`config.mk`:
```
export PLATFORM = sky130hd
export DESIGN_NAME = text_to_unsigned_parser
export DESIGN_NICKNAME = d
export VERILOG_FILES = /design/src/t2u_pkg.sv /design/src/text_to_unsigned_parser.sv
export SDC_FILE = /design/constraint.sdc
export NUM_CORES = 1
export LEC_CHECK = 0
export ABC_CLOCK_PERIOD_IN_PS = 10800
export BUFFER_PORTS_ARGS = -buffer_cell sky130_fd_sc_hd__buf_2
export CAP_MARGIN = 20
export CORE_ASPECT_RATIO = 0.9
export CORE_UTILIZATION = 40
export DETAILED_ROUTE_END_ITERATION = 12
export PLACE_DENSITY_LB_ADDON = 0.15
export SYNTH_ARGS = -nofsm -noshare
export SYNTH_HDL_FRONTEND = slang
export SYNTH_SLANG_ARGS = --single-unit
```
`constraint.sdc`:
```
create_clock -name clock -period 10.8 [get_ports clock]
set_input_delay 2.16 -clock clock [delete_from_list [all_inputs] [get_ports clock]]
set_output_delay 2.16 -clock clock [all_outputs]
set_load 0.02 [all_outputs]
```
`src/t2u_pkg.sv`:
```
// t2u_pkg: beat types, character codes and digit decoding for the
// text-to-unsigned parser. No dependencies; imported by text_to_unsigned_parser.
package t2u_pkg;

   // Default word and offset counter widths
   localparam int WORD_BITS_DEFAULT   = 32;
   localparam int OFFSET_BITS_DEFAULT = 16;

   // Radix register
   localparam int         RADIX_BITS  = 6;
   localparam logic [5:0] RADIX_RESET = 6'd10;
   localparam logic [5:0] RADIX_AUTO  = 6'd0;
   localparam logic [5:0] RADIX_MIN   = 6'd2;
   localparam logic [5:0] RADIX_MAX   = 6'd36;
   localparam logic [5:0] RADIX_OCT   = 6'd8;
   localparam logic [5:0] RADIX_DEC   = 6'd10;
   localparam logic [5:0] RADIX_HEX   = 6'd16;

   // Character codes
   localparam logic [7:0] CHAR_SPACE = 8'h20;
   localparam logic [7:0] CHAR_TAB   = 8'h09;
   localparam logic [7:0] CHAR_CR    = 8'h0D;
   localparam logic [7:0] CHAR_MINUS = 8'h2D;
   localparam logic [7:0] CHAR_PLUS  = 8'h2B;
   localparam logic [7:0] CHAR_ZERO  = 8'h30;
   localparam logic [7:0] CHAR_NINE  = 8'h39;
   localparam logic [7:0] CHAR_UC_A  = 8'h41;
   localparam logic [7:0] CHAR_UC_Z  = 8'h5A;
   localparam logic [7:0] CHAR_LC_A  = 8'h61;
   localparam logic [7:0] CHAR_LC_Z  = 8'h7A;
   localparam logic [7:0] CHAR_UC_X  = 8'h58;
   localparam logic [7:0] CHAR_LC_X  = 8'h78;

   // Digit value that no radix accepts
   localparam logic [6:0] DIGIT_NONE = 7'd99;

   // Input beat
   typedef struct packed {
      logic [7:0] ch;
      logic       first;
   } req_type;

   // Result beat
   typedef struct packed {
      logic [31:0] value;
      logic [15:0] end_offset;
      logic        converted;
      logic        overflow;
   } rsp_type;

   // Whitespace: space, tab, LF, VT, FF, CR
   function automatic logic is_space(input logic [7:0] c);
      return (c == CHAR_SPACE) || (c >= CHAR_TAB && c <= CHAR_CR);
   endfunction

   // Value of a digit or letter, DIGIT_NONE for anything else
   function automatic logic [6:0] digit_of(input logic [7:0] c);
      logic [7:0] d;
      d = {1'b0, DIGIT_NONE};
      if (c >= CHAR_ZERO && c <= CHAR_NINE) begin
         d = c - CHAR_ZERO;
      end else if (c >= CHAR_UC_A && c <= CHAR_UC_Z) begin
         d = c - CHAR_UC_A + 8'd10;
      end else if (c >= CHAR_LC_A && c <= CHAR_LC_Z) begin
         d = c - CHAR_LC_A + 8'd10;
      end
      return d[6:0];
   endfunction

endpackage

```
`src/text_to_unsigned_parser.sv`:
```
// text_to_unsigned_parser: streaming character-to-unsigned converter.
// Depends on t2u_pkg (beat types, character codes, digit decoding).
//
// Usage
//   req channel: one character per beat; first=1 starts a new string and
//   that character is offset 0. Leading whitespace, one sign and a 0x/0X
//   prefix (radix 0 or 16) are taken, then digits below the radix.
//   rsp channel: at most one beat per string, issued on the character that ends
//   the number: value, offset of that character (0 if none converted), converted
//   and overflow flags. Characters after it give nothing until the next first=1.
//   csr channel: writes the radix (0 = detect from prefix, 2..36 fixed);
//   always ready, sampled when a string starts.
// Timing
//   One character per cycle sustained while no result waits on rsp_ready. A
//   beat is worked on while it sits in the input register, and the result is
//   then loaded into the output register. The work on each character is a
//   multiply-add of the accumulator by the radix.
// Reset and stalls
//   Reset empties both registers, sets the radix to 10 and waits for a
//   first=1. While a result waits on rsp_ready the input register holds
//   one more beat and req_ready drops once it is full.
module text_to_unsigned_parser
   import t2u_pkg::*;
#(
   parameter int WORD_BITS   = WORD_BITS_DEFAULT,
   parameter int OFFSET_BITS = OFFSET_BITS_DEFAULT
) (
   input  logic                  clock,
   input  logic                  reset,
   input  logic                  req_valid,
   output logic                  req_ready,
   input  req_type               req_data,
   output logic                  rsp_valid,
   input  logic                  rsp_ready,
   output rsp_type               rsp_data,
   input  logic                  csr_valid,
   output logic                  csr_ready,
   input  logic [RADIX_BITS-1:0] csr_data
);

   localparam int ProdW = WORD_BITS + RADIX_BITS + 1;
   localparam logic [WORD_BITS-1:0]   WordMax = {WORD_BITS{1'b1}};
   localparam logic [OFFSET_BITS-1:0] PosMax  = {OFFSET_BITS{1'b1}};

   typedef enum logic [2:0] {
      PH_DONE, PH_SPACE, PH_SIGNED, PH_ZERO, PH_PREFIX, PH_DIGITS
   } phase_type;

   typedef enum logic [1:0] {
      ST_NONE, ST_SOME, ST_OVER
   } status_type;

   // Registers
   logic                   in_valid_ff;
   req_type                in_data_ff;
   logic                   rsp_valid_ff, rsp_valid_in;
   rsp_type                rsp_data_ff, rsp_data_in;
   logic [RADIX_BITS-1:0]  radix_ff;
   phase_type              phase_ff, phase_in;
   logic [WORD_BITS-1:0]   acc_ff, acc_in;
   logic                   neg_ff, neg_in;
   status_type             status_ff, status_in;
   logic [RADIX_BITS-1:0]  aradix_ff, aradix_in;
   logic [OFFSET_BITS-1:0] pos_ff, pos_in;

   // Working signals
   logic                   process;
   logic [7:0]             c;
   phase_type              ph_s;
   logic [WORD_BITS-1:0]   acc_s, acc_t, val_w;
   logic                   neg_s;
   status_type             st_s, st_t;
   logic [RADIX_BITS-1:0]  ar_s, base_t;
   logic [OFFSET_BITS-1:0] pos_s, off_w;
   logic                   lead, take, fin, base_bad;
   logic [6:0]             dig;
   logic [ProdW-1:0]       prod;
   logic [WORD_BITS+31:0]  val_ext;
   logic [OFFSET_BITS+15:0] off_ext;

   // Work on the held beat once the output register can take a result
   assign process   = in_valid_ff && (!rsp_valid_ff || rsp_ready);
   assign req_ready = !in_valid_ff || process;
   assign csr_ready = 1'b1;
   assign rsp_valid = rsp_valid_ff;
   assign rsp_data  = rsp_data_ff;

   // One character through the parser
   always_comb begin
      c = in_data_ff.ch;

      // Restart on first character
      if (in_data_ff.first) begin
         ph_s  = PH_SPACE;
         acc_s = '0;
         neg_s = 1'b0;
         st_s  = ST_NONE;
         ar_s  = radix_ff;
         pos_s = '0;
      end else begin
         ph_s  = phase_ff;
         acc_s = acc_ff;
         neg_s = neg_ff;
         st_s  = status_ff;
         ar_s  = aradix_ff;
         pos_s = pos_ff;
      end

      phase_in  = ph_s;
      neg_in    = neg_s;
      aradix_in = ar_s;
      pos_in    = pos_s;
      lead      = 1'b0;
      take      = 1'b0;
      base_t    = ar_s;
      acc_t     = acc_s;
      st_t      = st_s;

      // Advance the offset, holding at its maximum
      if (ph_s != PH_DONE && pos_s != PosMax) begin
         pos_in = pos_s + 1'b1;
      end

      unique case (ph_s)
         PH_SPACE: begin
            if (is_space(c)) begin
               phase_in = PH_SPACE;
            end else if (c == CHAR_MINUS || c == CHAR_PLUS) begin
               neg_in   = (c == CHAR_MINUS);
               phase_in = PH_SIGNED;
            end else begin
               lead = 1'b1;
            end
         end
         PH_SIGNED: begin
            lead = 1'b1;
         end
         PH_ZERO: begin
            if (c == CHAR_LC_X || c == CHAR_UC_X) begin
               aradix_in = RADIX_HEX;
               phase_in  = PH_PREFIX;
            end else begin
               // leading zero already counts as a digit
               base_t    = (ar_s == RADIX_AUTO) ? RADIX_OCT : ar_s;
               aradix_in = base_t;
               st_t      = ST_SOME;
               acc_t     = '0;
               phase_in  = PH_DIGITS;
               take      = 1'b1;
            end
         end
         PH_PREFIX, PH_DIGITS: begin
            phase_in = PH_DIGITS;
            take     = 1'b1;
         end
         default: begin
            phase_in = PH_DONE;
         end
      endcase

      // First character after whitespace and sign
      if (lead) begin
         if (c == CHAR_ZERO && (ar_s == RADIX_AUTO || ar_s == RADIX_HEX)) begin
            phase_in = PH_ZERO;
         end else begin
            base_t    = (ar_s == RADIX_AUTO) ? RADIX_DEC : ar_s;
            aradix_in = base_t;
            phase_in  = PH_DIGITS;
            take      = 1'b1;
         end
      end

      acc_in    = acc_t;
      status_in = st_t;

      // Multiply-add; any bit above the word means overflow
      dig  = digit_of(c);
      prod = ProdW'(acc_t) * ProdW'(base_t) + ProdW'(dig);
      base_bad = (base_t < RADIX_MIN) || (base_t > RADIX_MAX) ||
                 (dig >= {1'b0, base_t});
      fin = 1'b0;

      if (take) begin
         if (base_bad) begin
            fin      = 1'b1;
            phase_in = PH_DONE;
         end else if (st_t != ST_OVER) begin
            if (|prod[ProdW-1:WORD_BITS]) begin
               status_in = ST_OVER;
               acc_in    = WordMax;
            end else begin
               status_in = ST_SOME;
               acc_in    = prod[WORD_BITS-1:0];
            end
         end
      end

      // Build the result beat
      val_w   = (neg_s && st_t == ST_SOME) ? (~acc_t) + WORD_BITS'(1) : acc_t;
      off_w   = (st_t != ST_NONE) ? pos_s : '0;
      val_ext = {32'b0, val_w};
      off_ext = {16'b0, off_w};
      rsp_data_in.value      = val_ext[31:0];
      rsp_data_in.end_offset = off_ext[15:0];
      rsp_data_in.converted  = (st_t != ST_NONE);
      rsp_data_in.overflow   = (st_t == ST_OVER);

      // Load on a finishing beat, drop once taken
      if (process && fin) begin
         rsp_valid_in = 1'b1;
      end else if (rsp_ready) begin
         rsp_valid_in = 1'b0;
      end else begin
         rsp_valid_in = rsp_valid_ff;
      end
   end

   // State, input register and result register
   always_ff @(posedge clock) begin
      if (reset) begin
         in_valid_ff  <= 1'b0;
         rsp_valid_ff <= 1'b0;
         radix_ff     <= RADIX_RESET;
         phase_ff     <= PH_DONE;
         acc_ff       <= '0;
         neg_ff       <= 1'b0;
         status_ff    <= ST_NONE;
         aradix_ff    <= '0;
         pos_ff       <= '0;
      end else begin
         if (csr_valid && csr_ready) begin
            radix_ff <= csr_data;
         end
         if (req_ready) begin
            in_valid_ff <= req_valid;
         end
         rsp_valid_ff <= rsp_valid_in;
         if (process) begin
            phase_ff  <= phase_in;
            acc_ff    <= acc_in;
            neg_ff    <= neg_in;
            status_ff <= status_in;
            aradix_ff <= aradix_in;
            pos_ff    <= pos_in;
         end
      end
      // Payload registers
      if (req_ready && req_valid) begin
         in_data_ff <= req_data;
      end
      if (process && fin) begin
         rsp_data_ff <= rsp_data_in;
      end
   end

endmodule
```
==> impl_metrics.py, run 1 <==
metrics = {
    "status": {
        "status": "complete, no violations",
    },
    "placement": {
        "io_buffers": 71,
        "routabilityCongestion": 0.884,
        "hpwl_um": 31900,
        "dpl_cell_area_um2": 14500,
        "pre_cts_slack_ps": 2320,
        "dp.cells": 2055,
    },
    "cells_and_area": {
        "nFillCells": 3375,
        "stdcell_area_um2": 15100,
        "num_antenna_cells": 0,
        "final_layout_size_suffix_gt1_frac": 0.0972,
        "fin_nets": 1859,
        "final_common_cell": "nand2_1",
        "final_cell_mix": "nand2_1 (162), nor2_1 (143), fa_1 (125), a21oi_1 (115), and3_1 (108)",
        "instances_no_fill": 2087,
        "area.growth.synth_to_final_pct": 8.66,
    },
    "global_route": {
        "grt_pass1_vias": 11520,
        "grt_pass1_wl_um": 66600,
        "grt_max_degree": 62,
        "grt_util_all_layers": 0.244,
        "antenna_found_initial": 0,
        "grt-ovfl-total": 0,
    },
    "sta": {
        "relSlewSlack": 0.304,
        "grt_setup_unrepaired": "no",
        "setup_tns_ps": 0,
        "slew_viol_final": 0,
        "period_needed_ps": 8600,
        "hold_viol_final": 0,
        "final.setup.worst_slack_ps": 2200,
        "max_freq_mhz": 116,
        "min_period_over_period": 0.796,
        "finClkSkew_ps": 15.0,
        "worst_pin_slew_ps": 1040,
        "finalSetupViolations": 0,
    },
    "worst_setup_path": {
        "worstPathArrival_ps": 8930,
        "crit-reg2reg-launch": "in_data_ff[0]$_DFFE_PP_",
        "timing.rr.end": "acc_ff[8]$_SDFFE_PP0P_",
        "reg2reg_depth": 26,
        "r2r_slack_ps": 2200,
        "critPathLaunch": "in_data_ff[0]$_DFFE_PP_",
        "required_ps": 11140,
        "critPathKind": "flip-flop to flip-flop",
        "cp-start-kind": "flip-flop",
        "worst_setup_path_end_kind": "flip-flop",
        "path_max_fanout": 37,
    },
    "logic_synthesis": {
        "ys.flop_type": "dfxtp_1",
        "ys_warn_count": 0,
        "synth_fp_nets": 1863,
        "avgSynthCellArea_um2": 8.59,
        "yosysUniqueCellTypes": 89,
        "synth_area_um2": 13900,
        "yosysSeqAreaShare": 0.226,
        "synth_edf_count": 59,
        "synthesis.instances": 1616,
        "yosys_register_bits": 127,
        "async_reset_ff_frac": 0,
    },
    "routing": {
        "totalWireLength_um": 42000,
        "remaining_drc_errors": 0,
        "route.antenna.remaining_nets": 0,
        "wl_per_cell_um": 20.1,
        "via_count": 12215,
        "vias_per_cell": 5.85,
        "drt_pass1_iterations": 8,
        "first_iter_violations": 1232,
    },
    "clock_tree": {
        "cts_setup_buffers": 0,
        "cts_buffer_depth": 2,
        "htreeDepth": 4,
        "cts_resized": 0,
        "numClockSinks": 127,
        "cts_buffers": 17,
        "clock_latency_ps": 440,
        "clk_pin_slew_ps": 70,
        "cts_root_buffer": "clkbuf_16",
        "hold_buffers": 0,
        "cts_tree": "done",
    },
    "die": {
        "initial_utilization": 0.407,
        "dieWidth_um": 198,
        "dieArea_um2": 35500,
        "core-area_um2": 34100,
        "die_y_um": 179,
        "fp-row-count": 64,
        "boundaryPins": 73,
    },
    "worst_hold_path": {
        "min_path_type": "flip-flop to flip-flop",
        "min_from": "neg_ff$_SDFFE_PP0P_",
        "holdPathStages": 2,
        "hold_path_end": "neg_ff$_SDFFE_PP0P_",
    },
    "power_and_ir_drop": {
        "powerDensity_nw_per_um2": 83.2,
        "cellLeakagePower_uw": 0.00713,
        "ir_drop_v": 0.0000824,
        "finalPower_uw": 1260,
    },
    "run": {
        "drv_cap": 0,
    },
}
## metal layers
layer | track usage | wire length [um]
met5 | 0 | 0
met2 | 0.341 | 17300
met4 | 0.0568 | 580
met1 | 0.378 | 20500
met3 | 0.0455 | 3690
## registers in the layout, summed over array words and instances (netlist names)
register / flops
aradix_ff: 6
in_data_ff: 1
acc_ff: 32
rsp_data: 50
phase_ff: 3
radix_ff: 6
c: 8
rsp_valid: 1
in_valid_ff: 1
status_ff: 2
neg_ff: 1
pos_ff: 16
## kinds of logic after synthesis
| kind of cell | after synthesis | share of synthesized area |
|---|---|---|
| simple gates | 648 | 0.242 |
| compound gates | 363 | 0.165 |
| fa+ha+maj | 227 | 0.272 |
| buf+inv | 190 | 0.0555 |
| flops | 127 | 0.226 |
| xor+xnor | 47 | 0.0297 |
| mux | 13 | 0.00964 |
| other cells | 1 | 0.000270 |
## critical path: stages (launching register included)
cell and delay, ps:
edfxtp_1 320, buf_4 390, inv_1 360, o21ai_0 240, a41oi_1 200, or2_2 350
a21oi_1 160, nor2b_2 60, buf_4 250, nor2_1 310, and2_1 190, fa_1 450
fa_1 520, fa_1 590, inv_1 70, fa_1 500, inv_1 50, ha_1 350
a21oi_1 150, o21ai_0 230, o211ai_1 310, nand3b_1 190, a211oi_1 450, mux2_2 420
nand4bb_1 510, or3b_2 610, a31o_2 250
## report_power, final
| part | switching (uW) | internal [uW] |
|---|---|---|
| logic | 103 | 41.6 |
| clock network | 274 | 310 |
| registers | 11.2 | 514 |
## stage by stage
step	utilization	hold WS (ps)
6_report	0.442	465
5_1_grt	0.442	481
4_1_cts	0.442	466
3_5_place_dp	0.425	456
3_3_place_gp	0.425	461
2_1_floorplan	-	437
## Yosys cell counts (19+ instances only)
library cell	count	area, um^2
a21oi_1	116	581
a31oi_1	19	119
and2_1	55	344
and3_1	108	676
clkbuf_1	85	319
dfxtp_1	68	1360
edfxtp_1	59	1770
fa_1	125	2500
ha_1	102	1280
inv_1	76	285
nand2_1	162	608
nand3_1	26	130
nor2_1	144	541
nor3_1	41	205
o21ai_0	86	430
xnor2_1	20	175
xor2_1	27	236
## worst max path at each step
| stage | to | slack, ps | cells past startpoint |
|---|---|---|---|
| floorplan | acc_ff[22]$_SDFFE_PP0P_ | 3160 | 28 |
| global placement | acc_ff[8]$_SDFFE_PP0P_ | 2520 | 26 |
| detailed placement | acc_ff[8]$_SDFFE_PP0P_ | 2320 | 26 |
| CTS | acc_ff[8]$_SDFFE_PP0P_ | 2280 | 26 |
| global route | acc_ff[8]$_SDFFE_PP0P_ | 1780 | 26 |
| finish | acc_ff[8]$_SDFFE_PP0P_ | 2200 | 26 |
## cell type report
| class | count | area, um^2 | area share |
|---|---|---|---|
| Multi-Input combinational cell | 1299 | 9990 | 0.662 |
| Sequential cell | 127 | 3130 | 0.208 |
| Tap cell | 462 | 578 | 0.0383 |
| Timing Repair Buffer | 91 | 505 | 0.0335 |
| Clock buffer | 17 | 425 | 0.0282 |
| Inverter | 76 | 285 | 0.0189 |
| Clock inverter | 15 | 165 | 0.0109 |
Note: power is estimated with default switching activity, not from simulation.
==> run 2, diff against run 1 <==
--- a/config.mk
+++ b/config.mk
@@ -5,7 +5,7 @@
 export SDC_FILE = /design/constraint.sdc
 export NUM_CORES = 1
 export LEC_CHECK = 0
-export ABC_CLOCK_PERIOD_IN_PS = 10800
+export ABC_CLOCK_PERIOD_IN_PS = 7200
 export BUFFER_PORTS_ARGS = -buffer_cell sky130_fd_sc_hd__buf_2
 export CAP_MARGIN = 20
 export CORE_ASPECT_RATIO = 0.9
==> constraint.sdc (replaced) <==
create_clock -name clock -period 7.2 [get_ports clock]
set_input_delay 1.44 -clock clock [delete_from_list [all_inputs] [get_ports clock]]
set_output_delay 1.44 -clock clock [all_outputs]
set_load 0.02 [all_outputs]
==> run 2 against run 1 <==
  * Die area unchanged
  * Global-route usage up 1.6 points
  * Design area up 16%
  * Clock power up 41%
  * First-iteration DRC count down 17%
  * Clock skew up 1.2 ps
  * Worst hold slack worse by 2.1 ps
  * Maximum frequency up 20%
  * Setup slack worse by 2200 ps
  * Wire length up 7.3%
  * Utilization up 7.0 points
  * Largest power group unchanged
==> impl_metrics.py, run 2 (synthesized netlist as in run 1, its figures left out) <==
metrics = {
    "cells_and_area": {
        "final_layout_size_suffix_gt1_frac": 0.265,
        "area.growth.synth_to_final_pct": 26.0,
        "multi_input_area_um2": 10900,
        "utilization": 0.513,
        "nFillCells": 3258,
        "num_antenna_cells": 0,
        "largest_register_ff_count": 50,
        "seq_area_um2": 3130,
        "final_common_cell": "buf_4",
        "final_cell_mix": "buf_4 (202), nand2_1 (159), fa_1 (124), nor2_1 (117), and3_1 (105)",
        "stdcell_area_um2": 17500,
        "fin_nets": 2057,
    },
    "routing": {
        "first_iter_violations": 1023,
        "via_count": 13055,
        "route.antenna.remaining_nets": 0,
        "vias_per_cell": 5.71,
        "totalWireLength_um": 45100,
        "remaining_drc_errors": 0,
        "wl_met3_um": 3660,
        "routed-wl-met2_um": 19400,
        "drt_pass1_iterations": 6,
        "wl_per_cell_um": 19.7,
        "routed.top_layer": "met4",
        "wl_met1_um": 21100,
    },
    "placement": {
        "dpl_cell_area_um2": 15900,
        "io_buffers": 71,
        "hpwl_um": 33700,
        "routabilityCongestion": 0.933,
    },
    "sta": {
        "period_needed_ps": 7150,
        "grt_setup_unrepaired": "yes",
        "min_period_over_period": 0.993,
        "hold_viol_final": 0,
        "finClkSkew_ps": 16.2,
        "worst_pin_slew_ps": 1030,
        "setup_tns_ps": 0,
        "slew_viol_final": 0,
        "max_freq_mhz": 140,
        "relSlewSlack": 0.312,
        "finalSetupViolations": 0,
    },
    "global_route": {
        "grt_pass1_vias": 12350,
        "grt-ovfl-total": 0,
        "grt_max_degree": 61,
        "grt_pass1_wl_um": 70200,
        "antenna_found_initial": 1,
        "grt_util_all_layers": 0.259,
    },
    "die": {
        "core-area_um2": 34100,
        "boundaryPins": 73,
        "initial_utilization": 0.407,
        "fp-row-count": 64,
        "dieWidth_um": 198,
        "die_y_um": 179,
        "dieArea_um2": 35500,
    },
    "clock_tree": {
        "hold_buffers": 0,
        "htreeDepth": 4,
        "cts_tree": "done",
        "clk_pin_slew_ps": 70,
        "clock_latency_ps": 450,
        "numClockSinks": 127,
        "cts_root_buffer": "clkbuf_16",
        "cts_buffer_depth": 2,
        "cts_buffers": 17,
    },
    "power_and_ir_drop": {
        "cellLeakagePower_uw": 0.00813,
        "finalPower_uw": 1910,
        "ir_drop_v": 0.000159,
        "powerDensity_nw_per_um2": 109,
    },
    "status": {
        "status": "complete, no violations",
    },
    "worst_setup_path": {
        "path_delay_family": "simple AND/OR/NAND/NOR gates",
        "critPathKind": "flip-flop to flip-flop",
        "path_buf_inv": 5,
        "worstPathArrival_ps": 7500,
        "slowest_delay_ps": 490,
        "cp_slowest_cell": "fa_1",
        "critical-path-top-cell-by-count": "fa_1",
        "required_ps": 7550,
        "worst_setup_path_end_kind": "flip-flop",
        "path_max_fanout": 20,
        "cp-start-kind": "flip-flop",
    },
    "worst_hold_path": {
        "min_path_type": "flip-flop to flip-flop",
    },
    "run": {
        "drv_cap": 0,
    },
}
==> run 2: cell count changes in the layout (fill, tap and decap cells not counted), sizes merged <==
cell,previous run,this run
clkbuf,17,20
clkinvlp,1,0
buf,91,288
inv,85,81
and2,57,58
clkinv,5,7
==> run 2: metal layers <==
metal | global-route usage | vias up
met4 | 0.0694 | 0
met2 | 0.382 | 501
met3 | 0.0536 | 42
li1 | - | 6117
met1 | 0.381 | 6395
met5 | 0 | -
==> run 2: power breakdown <==
group / leakage (uW) / total (uW) / switching (uW) / internal [uW]
logic: 0.00674 / 302 / 189 / 113
registers: 0.00111 / 786 / 14.2 / 772
clock network: 0.000278 / 823 / 361 / 463
==> run 2: path summary, 6_finish.rpt <==
path / start / to / slack [ps] / cells past startpoint
setup / recovery: c[0]$_DFFE_PP_ / acc_ff[8]$_SDFFE_PP0P_ / 50 / 26
hold reg to reg: neg_ff$_SDFFE_PP0P_ / neg_ff$_SDFFE_PP0P_ / 460 / 2
setup reg to reg: c[0]$_DFFE_PP_ / acc_ff[8]$_SDFFE_PP0P_ / 50 / 26
hold / removal: neg_ff$_SDFFE_PP0P_ / neg_ff$_SDFFE_PP0P_ / 460 / 2
==> run 2: worst reg2reg max path, delay by kind of cell, from the launching register on <==
kind | cells | cell delay, ps
compound gates | 5 | 1240
xor+xnor | 1 | 130
fa+ha+maj | 6 | 2220
buf+inv | 5 | 670
flops | 1 | 450
simple gates | 9 | 2360
==> run 2: layout make-up <==
| type | count | area share |
|---|---|---|
| clock buffer | 20 | 0.0263 |
| clock inverter | 12 | 0.00472 |
| inverter | 76 | 0.0163 |
| multi-input combinational | 1300 | 0.621 |
| sequential | 127 | 0.179 |
| tap | 462 | 0.0331 |
| timing repair buffer | 288 | 0.120 |
==> run 2: what timing repair did <==
item | in CTS | in global routing
pin swaps | 29 | 93
resized for setup | 56 | 119
endpoints found under the setup margin | 32 | 34
setup buffers | 11 | 4
gates cloned | 1 | 1
==> run 2: per-stage QoR <==
step | cells | hold WS, ps | setup WS, ps
after floorplan | 1616 | 437 | 14.5
after global placement | 2236 | 455 | -370
after detailed placement | 2236 | 460 | -455
after CTS | 2280 | 468 | 4.98
after global routing | 2285 | 493 | -144
final | 2285 | 463 | 50.1
==> run 3, diff against run 2 <==
--- a/config.mk
+++ b/config.mk
@@ -8,6 +8,8 @@
 export ABC_CLOCK_PERIOD_IN_PS = 7200
 export BUFFER_PORTS_ARGS = -buffer_cell sky130_fd_sc_hd__buf_2
 export CAP_MARGIN = 20
+export CELL_PAD_IN_SITES_DETAIL_PLACEMENT = 0
+export CELL_PAD_IN_SITES_GLOBAL_PLACEMENT = 1
 export CORE_ASPECT_RATIO = 0.9
 export CORE_UTILIZATION = 40
 export DETAILED_ROUTE_END_ITERATION = 12
==> run 3 against run 2 <==
  * Design area increased by 3.2%
  * Highest routed layer unchanged
  * First-iteration DRC count up 10%
  * Clock power increased by 10%
  * Setup slack worse by 17 ps
  * Register-to-register slack got worse by 20 ps
  * Die area stayed put
  * Sequential power hardly changed
  * Largest power group unchanged
  * Clock skew decreased by 2.8 ps
  * Non-clock buffer count is 42 higher
==> impl_metrics.py, run 3 (synthesized netlist as in run 1, its figures left out) <==
metrics = {
    "worst_setup_path": {
        "critPathKind": "flip-flop to flip-flop",
        "worstPathArrival_ps": 7510,
        "slowest_delay_ps": 530,
        "path_depth": 26,
        "path_buf_inv": 6,
        "reg2reg_depth": 26,
        "critPathLaunch": "c[0]$_DFFE_PP_",
        "cp-start-kind": "flip-flop",
        "cp_slowest_cell": "fa_1",
        "required_ps": 7550,
        "path_max_fanout": 16,
        "worst_setup_path_end_kind": "flip-flop",
        "crit-reg2reg-launch": "c[0]$_DFFE_PP_",
        "path_delay_family": "simple AND/OR/NAND/NOR gates",
    },
    "die": {
        "fp-row-count": 64,
        "core-area_um2": 34100,
        "dieWidth_um": 198,
        "boundaryPins": 73,
        "dieArea_um2": 35500,
        "initial_utilization": 0.407,
        "die_y_um": 179,
    },
    "sta": {
        "fin_hold_ws_ps": 477,
        "finalSetupViolations": 0,
        "finClkSkew_ps": 13.4,
        "setup_tns_ps": 0,
        "hold_viol_final": 0,
        "worst_pin_slew_ps": 1000,
        "grt_setup_unrepaired": "yes",
        "slew_viol_final": 0,
        "min_period_over_period": 0.995,
        "max_freq_mhz": 140,
        "period_needed_ps": 7170,
        "relSlewSlack": 0.331,
    },
    "power_and_ir_drop": {
        "ir_drop_v": 0.000159,
        "powerDensity_nw_per_um2": 112,
        "cellLeakagePower_uw": 0.00836,
    },
    "clock_tree": {
        "cts_root_buffer": "clkbuf_16",
        "numClockSinks": 127,
        "clock_latency_ps": 450,
        "clk_pin_slew_ps": 70,
        "hold_buffers": 0,
        "cts_buffers": 17,
        "cts_tree": "done",
        "cts_buffer_depth": 2,
        "htreeDepth": 4,
    },
    "cells_and_area": {
        "area.growth.synth_to_final_pct": 30.0,
        "fin_nets": 2098,
        "final_common_cell": "buf_4",
        "nFillCells": 3169,
        "largest_register_ff_count": 50,
        "final_cell_mix": "buf_4 (228), nand2_1 (158), nor2_1 (125), fa_1 (120), and3_1 (102)",
        "final_layout_size_suffix_gt1_frac": 0.284,
        "utilization": 0.529,
        "instances_no_fill": 2326,
        "num_antenna_cells": 0,
    },
    "placement": {
        "io_buffers": 71,
        "hpwl_um": 35400,
        "dp.cells": 2262,
        "routabilityCongestion": 0.901,
    },
    "global_route": {
        "grt_pass1_vias": 12425,
        "grt_util_all_layers": 0.266,
        "antenna_found_initial": 0,
        "grt_pass1_wl_um": 71300,
        "grt-ovfl-total": 0,
        "grt_max_degree": 62,
    },
    "routing": {
        "first_iter_violations": 1127,
        "via_count": 13202,
        "route.antenna.remaining_nets": 0,
        "wl_per_cell_um": 20.3,
        "remaining_drc_errors": 0,
        "vias_per_cell": 5.68,
        "drt_pass1_iterations": 8,
        "totalWireLength_um": 47300,
    },
    "worst_hold_path": {
        "min_path_type": "flip-flop to flip-flop",
        "holdPathStages": 2,
        "min_from": "neg_ff$_SDFFE_PP0P_",
    },
    "status": {
        "status": "complete, no violations",
    },
    "run": {
        "drv_cap": 0,
    },
}
[run 3: changes by cell type in the layout (fill, tap and decap cells not counted), moves of 4 or more]
cell    delta
buf_12     +7
buf_4     +26
buf_6      +6
fa_1       -4
fa_2       +4
nor2_1     +8
nor2_2     -6
[run 3: area by class of cell]
class	instances	area, um^2	share of cell area
Sequential cell	127	3130	0.174
Tap cell	462	578	0.0320
Inverter	76	285	0.0158
Timing Repair Buffer	330	2570	0.143
Multi-Input combinational cell	1299	10900	0.603
Clock buffer	17	425	0.0236
Clock inverter	15	175	0.00971
[run 3: stage by stage]
step	setup WS, ps	area [um^2]	power, uW
after floorplan	14.5	13900	946
after global placement	-199	16200	1070
after detailed placement	-324	16200	1070
after CTS	1.53	17000	1990
after global routing	-162	18000	2070
final	33.5	18000	2020
[run 3: power breakdown]
| group | switching [uW] | internal, uW | leakage [uW] |
|---|---|---|---|
| sequential | 15.0 | 772 | 0.00111 |
| clock | 384 | 521 | 0.000291 |
| combinational | 196 | 130 | 0.00696 |
[run 3: worst paths after layout]
check / endpoint / slack, ps
max: acc_ff[22]$_SDFFE_PP0P_ / 30
min: neg_ff$_SDFFE_PP0P_ / 480
max reg2reg: acc_ff[22]$_SDFFE_PP0P_ / 30
min reg2reg: neg_ff$_SDFFE_PP0P_ / 480
[run 3: worst reg2reg max path, stage by stage (launching register included)]
cell	delay [ps]
edfxtp_1	460
buf_6	160
ha_4	160
buf_6	120
o2111ai_4	190
a41oi_2	160
or2_4	290
o21a_4	240
buf_12	160
buf_4	180
nor2_2	120
fa_1	460
fa_1	530
fa_1	510
ha_1	250
ha_4	300
nand2_2	70
or3_4	390
o32a_1	390
and3b_4	210
buf_4	130
nand3_2	60
or4b_4	480
nand4bb_4	280
buf_6	180
or3b_1	370
a31o_1	220
[run 3: timing repair]
item | in CTS | in global routing
buffers inserted | 7 | 21
cloned | 1 | 3
resized for setup | 38 | 143
pin swaps | 16 | 89
setup endpoints to repair | 32 | 34
[run 3: layer usage]
layer	GRT usage	share of wire	vias to the layer above
li1	-	-	6189
met1	0.402	0.49	6502
met2	0.381	0.43	480
met3	0.0578	0.073	31
met4	0.0572	0.0094	0
met5	0	0	-
